$ cat src/design/rmob_pkg.sv
// Shared types, register indexes and constants for the RGB565 masked overlay blender.
// Used by every module of the block; depends on nothing else.
`default_nettype none
package rmob_pkg;

	localparam int CANVAS_W_DEF = 256;
	localparam int CANVAS_H_DEF = 256;

	localparam int ADDR_W = 5;
	localparam int POS_W = 18;

	localparam logic [2:0] REG_ORIGIN_X = 3'd0;
	localparam logic [2:0] REG_ORIGIN_Y = 3'd1;
	localparam logic [2:0] REG_WIDTH = 3'd2;
	localparam logic [2:0] REG_HEIGHT = 3'd3;
	localparam logic [2:0] REG_USE_MASK = 3'd4;

	localparam logic [3:0] ALPHA_CLEAR = 4'h0;
	localparam logic [3:0] ALPHA_OPAQUE = 4'hF;

	// 65536 / 15 rounded up; exact for every blend sum up to 63 * 15.
	localparam logic [12:0] RECIP15 = 13'd4370;

	typedef struct packed {
		logic [15:0] origin_x;
		logic [15:0] origin_y;
		logic [15:0] overlay_width;
		logic [15:0] overlay_height;
		logic        use_mask;
	} cfg_t;

	typedef struct packed {
		logic [15:0]      src_color;
		logic [7:0]       mask_byte;
		logic [15:0]      dst_color;
		logic             col_odd;
		logic [POS_W-1:0] dx;
		logic [POS_W-1:0] dy;
		logic             last;
	} item_t;

	typedef struct packed {
		logic        write_enable;
		logic [15:0] dst_addr;
		logic [15:0] pixel;
	} result_t;

	function automatic logic [5:0] blend_chan(input logic [5:0] s, input logic [5:0] d,
		input logic [3:0] a);
		logic [9:0]  sum;
		logic [23:0] prod;
		sum = 10'(s) * 10'(a) + 10'(d) * 10'(ALPHA_OPAQUE - a);
		prod = 24'(sum) * 24'(RECIP15);
		return prod[21:16];
	endfunction

endpackage
`default_nettype wire

$ cat src/design/rmob_regs.sv
// Configuration register file on the APB port: origin, overlay size and mask enable.
// Depends on rmob_pkg for the register indexes and the configuration struct.
`default_nettype none
module rmob_regs (
	input  wire logic                      clk,
	input  wire logic                      arst_n,
	input  wire logic                      psel,
	input  wire logic                      penable,
	input  wire logic                      pwrite,
	input  wire logic [rmob_pkg::ADDR_W-1:0] paddr,
	input  wire logic [31:0]               pwdata,
	output logic [31:0]                    prdata,
	output logic                           pready,
	output rmob_pkg::cfg_t                 cfg
);
	import rmob_pkg::*;

	cfg_t       cfg_q;
	logic [2:0] idx;
	logic       wr;

	assign idx = paddr[4:2];
	assign wr = psel & penable & pwrite;
	assign pready = 1'b1;
	assign cfg = cfg_q;

	always_ff @(posedge clk or negedge arst_n) begin
		if (!arst_n) begin
			cfg_q.origin_x <= 16'd0;
			cfg_q.origin_y <= 16'd0;
			cfg_q.overlay_width <= 16'd1;
			cfg_q.overlay_height <= 16'd1;
			cfg_q.use_mask <= 1'b0;
		end else if (wr) begin
			unique case (idx)
				REG_ORIGIN_X: cfg_q.origin_x <= pwdata[15:0];
				REG_ORIGIN_Y: cfg_q.origin_y <= pwdata[15:0];
				REG_WIDTH: cfg_q.overlay_width <= pwdata[15:0];
				REG_HEIGHT: cfg_q.overlay_height <= pwdata[15:0];
				REG_USE_MASK: cfg_q.use_mask <= pwdata[0];
				default: ;
			endcase
		end
	end

	always_comb begin
		unique case (idx)
			REG_ORIGIN_X: prdata = {16'd0, cfg_q.origin_x};
			REG_ORIGIN_Y: prdata = {16'd0, cfg_q.origin_y};
			REG_WIDTH: prdata = {16'd0, cfg_q.overlay_width};
			REG_HEIGHT: prdata = {16'd0, cfg_q.overlay_height};
			REG_USE_MASK: prdata = {31'd0, cfg_q.use_mask};
			default: prdata = 32'd0;
		endcase
	end

endmodule
`default_nettype wire

$ cat src/design/rmob_pos.sv
// Overlay column and row counters with the canvas position of the current pixel.
// Depends on rmob_pkg for the configuration struct and position width.
`default_nettype none
module rmob_pos (
	input  wire logic                     clk,
	input  wire logic                     arst_n,
	input  wire rmob_pkg::cfg_t           cfg,
	input  wire logic                     advance,
	output logic                          col_odd,
	output logic [rmob_pkg::POS_W-1:0]    dx,
	output logic [rmob_pkg::POS_W-1:0]    dy,
	output logic                          ovl_end
);
	import rmob_pkg::*;

	logic [15:0] col_q;
	logic [15:0] row_q;
	logic [15:0] w_eff;
	logic [15:0] h_eff;
	logic        row_end;

	// A size of zero behaves as one.
	assign w_eff = (cfg.overlay_width == 16'd0) ? 16'd1 : cfg.overlay_width;
	assign h_eff = (cfg.overlay_height == 16'd0) ? 16'd1 : cfg.overlay_height;

	assign row_end = ({1'b0, col_q} + 17'd1) >= {1'b0, w_eff};
	assign ovl_end = row_end && (({1'b0, row_q} + 17'd1) >= {1'b0, h_eff});

	assign col_odd = col_q[0];
	assign dx = {{(POS_W-16){cfg.origin_x[15]}}, cfg.origin_x} + POS_W'(col_q);
	assign dy = {{(POS_W-16){cfg.origin_y[15]}}, cfg.origin_y} + POS_W'(row_q);

	always_ff @(posedge clk or negedge arst_n) begin
		if (!arst_n) begin
			col_q <= 16'd0;
			row_q <= 16'd0;
		end else if (advance) begin
			if (row_end) begin
				col_q <= 16'd0;
				row_q <= ovl_end ? 16'd0 : row_q + 16'd1;
			end else begin
				col_q <= col_q + 16'd1;
			end
		end
	end

endmodule
`default_nettype wire

$ cat src/design/rmob_blend.sv
// Clipping, alpha selection, per-channel blend and canvas address for one pixel.
// Purely combinational; depends on rmob_pkg for the item, result and blend function.
`default_nettype none
module rmob_blend #(
	parameter int CANVAS_W = rmob_pkg::CANVAS_W_DEF,
	parameter int CANVAS_H = rmob_pkg::CANVAS_H_DEF
) (
	input  wire rmob_pkg::item_t item,
	input  wire logic         use_mask,
	output rmob_pkg::result_t res
);
	import rmob_pkg::*;

	localparam logic [POS_W-2:0] CW = (POS_W-1)'(CANVAS_W);
	localparam logic [POS_W-2:0] CH = (POS_W-1)'(CANVAS_H);

	logic        inside_x;
	logic        inside_y;
	logic [3:0]  alpha;
	logic [31:0] index;
	logic [4:0]  r;
	logic [5:0]  g;
	logic [4:0]  b;
	logic [5:0]  r6;
	logic [5:0]  b6;

	assign inside_x = !item.dx[POS_W-1] && (item.dx[POS_W-2:0] < CW);
	assign inside_y = !item.dy[POS_W-1] && (item.dy[POS_W-2:0] < CH);

	assign alpha = !use_mask ? ALPHA_OPAQUE :
		(item.col_odd ? item.mask_byte[3:0] : item.mask_byte[7:4]);

	assign index = 32'(item.dy[15:0]) * 32'(CANVAS_W) + 32'(item.dx[15:0]);

	assign r6 = blend_chan({1'b0, item.src_color[15:11]}, {1'b0, item.dst_color[15:11]}, alpha);
	assign g = blend_chan(item.src_color[10:5], item.dst_color[10:5], alpha);
	assign b6 = blend_chan({1'b0, item.src_color[4:0]}, {1'b0, item.dst_color[4:0]}, alpha);
	assign r = r6[4:0];
	assign b = b6[4:0];

	always_comb begin
		res.write_enable = 1'b0;
		res.dst_addr = 16'd0;
		res.pixel = 16'd0;
		if (inside_x && inside_y && (alpha != ALPHA_CLEAR)) begin
			res.write_enable = 1'b1;
			res.dst_addr = index[15:0];
			res.pixel = (alpha == ALPHA_OPAQUE) ? item.src_color : {r, g, b};
		end
	end

endmodule
`default_nettype wire

$ cat src/design/rgb565_masked_overlay_blend.sv
// Top level of the RGB565 masked overlay blender: stream ports, APB registers, two stages.
// Depends on rmob_pkg, rmob_regs, rmob_pos and rmob_blend.
//
// Overlay pixels enter row-major on the slave stream, each beat carrying the overlay
// color, its packed 4-bit mask byte and the canvas pixel it lands on. The block tracks
// the overlay column and row, offsets them by the signed origin, clips to the canvas,
// picks the alpha nibble by column parity when the mask is on, and blends each channel
// with a divide by 15. Every input beat gives exactly one output beat: the canvas address
// and new pixel, with tuser low when the pixel is clipped or fully transparent, and tlast
// on the final pixel of the overlay. One beat is accepted every clock while the output is
// not stalled; each beat is held in the input register and then in the result register
// around the blend logic. Program the registers only while no beat is in flight.
`default_nettype none
module rgb565_masked_overlay_blend #(
	parameter int CANVAS_W = rmob_pkg::CANVAS_W_DEF,
	parameter int CANVAS_H = rmob_pkg::CANVAS_H_DEF
) (
	input  wire logic                        clk,
	input  wire logic                        arst_n,
	input  wire logic                        psel,
	input  wire logic                        penable,
	input  wire logic                        pwrite,
	input  wire logic [rmob_pkg::ADDR_W-1:0] paddr,
	input  wire logic [31:0]                 pwdata,
	output logic [31:0]                      prdata,
	output logic                             pready,
	input  wire logic                        s_tvalid,
	output logic                             s_tready,
	input  wire logic [39:0]                 s_tdata,  // src_color, mask_byte, dst_color
	output logic                             m_tvalid,
	input  wire logic                        m_tready,
	output logic [31:0]                      m_tdata,  // dst_addr, pixel
	output logic [0:0]                       m_tuser,  // write_enable
	output logic                             m_tlast
);
	import rmob_pkg::*;

	cfg_t             cfg;
	logic             s_acc;
	logic             col_odd;
	logic [POS_W-1:0] dx;
	logic [POS_W-1:0] dy;
	logic             ovl_end;
	logic             ready_s2;

	logic             valid_s1;
	item_t            item_s1;
	result_t          res_comb;
	logic             valid_s2;
	result_t          res_s2;
	logic             last_s2;

	rmob_regs u_regs (
		.clk     (clk),
		.arst_n  (arst_n),
		.psel    (psel),
		.penable (penable),
		.pwrite  (pwrite),
		.paddr   (paddr),
		.pwdata  (pwdata),
		.prdata  (prdata),
		.pready  (pready),
		.cfg     (cfg)
	);

	rmob_pos u_pos (
		.clk     (clk),
		.arst_n  (arst_n),
		.cfg     (cfg),
		.advance (s_acc),
		.col_odd (col_odd),
		.dx      (dx),
		.dy      (dy),
		.ovl_end (ovl_end)
	);

	rmob_blend #(
		.CANVAS_W (CANVAS_W),
		.CANVAS_H (CANVAS_H)
	) u_blend (
		.item     (item_s1),
		.use_mask (cfg.use_mask),
		.res      (res_comb)
	);

	assign ready_s2 = !valid_s2 || m_tready;
	assign s_tready = !valid_s1 || ready_s2;
	assign s_acc = s_tvalid && s_tready;

	always_ff @(posedge clk or negedge arst_n) begin
		if (!arst_n) begin
			valid_s1 <= 1'b0;
		end else if (s_tready) begin
			valid_s1 <= s_tvalid;
		end
	end

	always_ff @(posedge clk) begin
		if (s_acc) begin
			item_s1.src_color <= s_tdata[15:0];
			item_s1.mask_byte <= s_tdata[23:16];
			item_s1.dst_color <= s_tdata[39:24];
			item_s1.col_odd <= col_odd;
			item_s1.dx <= dx;
			item_s1.dy <= dy;
			item_s1.last <= ovl_end;
		end
	end

	always_ff @(posedge clk or negedge arst_n) begin
		if (!arst_n) begin
			valid_s2 <= 1'b0;
		end else if (ready_s2) begin
			valid_s2 <= valid_s1;
		end
	end

	always_ff @(posedge clk) begin
		if (ready_s2 && valid_s1) begin
			res_s2 <= res_comb;
			last_s2 <= item_s1.last;
		end
	end

	assign m_tvalid = valid_s2;
	assign m_tdata = {res_s2.pixel, res_s2.dst_addr};
	assign m_tuser = res_s2.write_enable;
	assign m_tlast = last_s2;

endmodule
`default_nettype wire

$ cat config.mk
export PLATFORM = sky130hd
export DESIGN_NAME = rgb565_masked_overlay_blend
export DESIGN_NICKNAME = d
export VERILOG_FILES = /design/src/design/rmob_pkg.sv /design/src/design/rmob_regs.sv /design/src/design/rmob_pos.sv /design/src/design/rmob_blend.sv /design/src/design/rgb565_masked_overlay_blend.sv
export SDC_FILE = /design/constraint.sdc
export NUM_CORES = 1
export LEC_CHECK = 0
export ABC_CLOCK_PERIOD_IN_PS = 19350
export BUFFER_PORTS_ARGS = -buffer_cell sky130_fd_sc_hd__buf_2
export CORE_MARGIN = 2
export CORE_UTILIZATION = 50
export DETAILED_ROUTE_END_ITERATION = 6
export PLACE_DENSITY = 0.77
export SLEW_MARGIN = 15
export SYNTH_ARGS = -nofsm -noshare
export SYNTH_HDL_FRONTEND = slang
export SYNTH_HIERARCHICAL = 1
export SYNTH_SLANG_ARGS = --single-unit
$ cat constraint.sdc
create_clock -name clk -period 19.35 [get_ports clk]
set_clock_uncertainty 0.1 [all_clocks]
set_input_delay 0.9675 -clock clk [delete_from_list [all_inputs] [get_ports clk]]
set_output_delay 0.9675 -clock clk [all_outputs]
set_load 0.02 [all_outputs]
==> impl_metrics.csv <==
group,metric,value,unit
status,status,"finished clean",
final_layout,fin_nets,2403,
yosys,synthCells,1843,
global_routing,grt_util_met2,42.13,%
die,dieArea,39750,um2
global_routing,overflow,0,
die,rows,71,
global_routing,grt-busiest-layer,"met2",
global_routing,grt_pass1_wl,74.55,mm
sta,rsz0062_at_grt,"false",
die,die_width,199.4,um
sta,setup_tns,0,ns
global_routing,grtUsageMet3,3.342,%
critical_path,rr_startpoint,"u_regs/cfg[0]$_DFFE_PN0P_",
detailed_routing,ant_nets,0,
sta,timing.final.ws_setup,9.867,ns
yosys,synthArstFlopShare,46.92,%
critical_path,worst_ep_arrival_time,9.68,ns
global_routing,grt_usage,23.85,%
global_routing,grt_max_degree,62,
sta,period_share,49.01,%
cts,cts_buffers,25,
sta,relSlewSlack,34.90,%
cts,cts_sinks,211,
yosys,yosys-top-cells-area,"ha_1 18%, edfxtp_1 18%, dfrtp_1 13%",
critical_path,startpoint_type,"register",
global_routing,antenna_found_initial,1,
cts,ctsResizeCount,0,
final_layout,drive_gt1_share,14.90,%
detailed_routing,wirelength,46.48,mm
critical_path,cpPeakStageDelay,0.67,ns
global_routing,use_met1,30.28,%
yosys,ys_warn_count,6,
detailed_routing,dr.pass1.iters,6,
die,start_util,50.67,%
yosys,synth_top_area_share,17.83,%
place,preCtsSetupSlack,10.01,ns
detailed_routing,drt-initial-drc-count,933,
sta,setup_viol,0,
cts,cts_buffer_depth,3,
die,die_height,199.4,um
sta,tightest_slew,0.9765,ns
yosys,ys_seq_area_share,30.61,%
yosys,synth_cell_types,98,
yosys,ys_ff_latch,211,
critical_path,slowest_stage,"dfrtp_1",
yosys,synth_flop_cell,"edfxtp_1",
critical_path,startpoint,"u_regs/cfg[0]$_DFFE_PN0P_",
final_layout,syn_to_final_growth,9.780,%
yosys,synth-edff-count,112,
detailed_routing,drc,0,
die,fp.coreArea,37670,um2
global_routing,grt_pass1_vias,14420,
critical_path,required,19.54,ns
cts,htreeDepth,1,
run,drv_cap,0,
yosys,synth_area_leader_cell,"ha_1",
final_layout,diodes,0,
final_layout,fillCellCount,3211,
sta,hold_violations,0,
critical_path,path_common_cell,"inv_1",
cts,insertion_delay,0.57,ns
place,dp_hpwl,36.19,mm
cts,cts.clk_slew.worst_paths,0.06,ns
detailed_routing,via_per_inst,5.713,
critical_path,cp_max_fo,43,
sta,finalMaxSlewViolations,0,
cts,hold_buffers,0,
critical_path,path_class,"register to register",
sta,max_freq,105.4,MHz
die,pin_count,153,
sta,min_period,9.483,ns
place,place_congestion,0.8843,
yosys,synth_area_per_cell,10.36,um2
place,port_buffers,117,
yosys,netlist_area,19090,um2
cts,cts_setup_buffers,0,
critical_path,crit_path_end_kind,"register",
cts,tritoncts,"built",
cts,clock-root-buffer,"clkbuf_16",
critical_path,worst-r2r-setup-slack,9.87,ns
detailed_routing,wl_per_cell,18.76,um
detailed_routing,vias,14150,
worst_hold_path,hp-class,"primary input to asynchronous set/reset pin",
-- path summary, 6_finish.rpt --
check / endpoint / depth (start not counted)
hold / removal: u_regs/cfg[2]$_DFFE_PN0P_ / 1
setup reg to reg: m_tdata[22]$_DFFE_PP_ / 33
min in group clk: m_tlast$_DFFE_PP_ / 0
setup / recovery: m_tdata[22]$_DFFE_PP_ / 33
hold reg to reg: m_tlast$_DFFE_PP_ / 0
max in group asynchronous: u_pos/col_q[7]$_DFFE_PN0P_ / 2
-- sequential cells by signal, summed over array words and instances (netlist names) --
register / count
m_tlast: 1
valid_s1: 1
u_pos/row_q: 16
m_tuser: 1
m_tdata: 32
item_s1: 78
u_pos/col_q: 16
m_tvalid: 1
u_regs/cfg: 65
-- critical path, delay by kind of cell (launching register included) --
family	cells	cell delay [ns]
adders and majority gates	11	4.47
AOI/OAI and AO/OA	7	1.59
buffers and inverters	10	0.90
and+or+nand+nor	3	0.80
xor gates and xnor gates	2	0.68
DFF	1	0.67
-- Yosys cell counts (5+ instances only) --
cell         n
buf_4       22
nand4_1     11
o21a_1      16
nor3_1      21
nand2b_1    17
a21oi_1     63
ha_1       272
clkbuf_1    29
o311ai_0     5
nand3_1     35
a31oi_1     11
nor2b_1     26
mux4_2      17
and2_1      44
inv_1      252
and3_1      56
o21bai_1     7
a21o_1      25
o22ai_1      7
nand2_1    150
a211oi_1     7
xor2_1      32
buf_2       10
o21ai_1      7
mux2_2      66
a41o_1       6
mux2i_1     10
o21ai_0     59
edfxtp_1   112
fa_1        99
dfrtp_1     97
or3_1        8
o2bb2ai_1   17
nor4_1      17
nor3b_1      7
xnor2_1     53
nor2_1      50
-- placed cells by master (no fill, tap or decap), types with 35 or more instances in the layout --
cell type and n:
a21oi_1 63, buf_2 116, o21ai_0 59, nor2_1 49, fa_1 99, edfxtp_1 112, nand3_1 35, mux2_2 66
inv_1 252, nand2_1 150, dfrtp_1 97, and2_1 43, and3_1 56, xnor2_1 53, ha_1 272
-- routing by layer --
layer  up-vias  share of wire (%)
met1      6929                 41
met3        98                5.9
li1       6622                  -
met4         0                3.3
met2       502                 50
met5         -                  0
-- cells by family after synthesis --
group           synth area share [%]
xor+xnor                       4.025
other cells                  0.05899
fa+ha+maj                      28.21
simple gates                   13.49
compound gates                 9.990
buf+inv                        6.988
flops                          30.61
mux                            6.621
-- cell type report --
cell class | instances | area (um2) | area share [%]
clock inverters | 13 | 192.7 | 0.9196
repair buffers | 126 | 655.6 | 3.129
flip-flops and latches | 211 | 5843 | 27.89
multi-input cells | 1331 | 11980 | 57.18
clock buffers | 32 | 691.9 | 3.302
well taps | 511 | 639.4 | 3.051
inverters | 253 | 949.7 | 4.532
-- stage by stage --
step / instances / area (um2) / hold slack [ns] / util, %
2_1_floorplan: 1861 / 19150 / 0.3003 / -
3_3_place_gp: 2432 / 20070 / 0.3136 / 53.28
3_5_place_dp: 2432 / 20070 / 0.3093 / 53.28
4_1_cts: 2477 / 20950 / 0.2913 / 55.62
5_1_grt: 2477 / 20950 / 0.3253 / 55.63
6_report: 2477 / 20950 / 0.2864 / 55.63
Power is left out: the tool's default activity adds up to more than one toggle a clock period on the data nets, which glitch-free logic cannot reach.
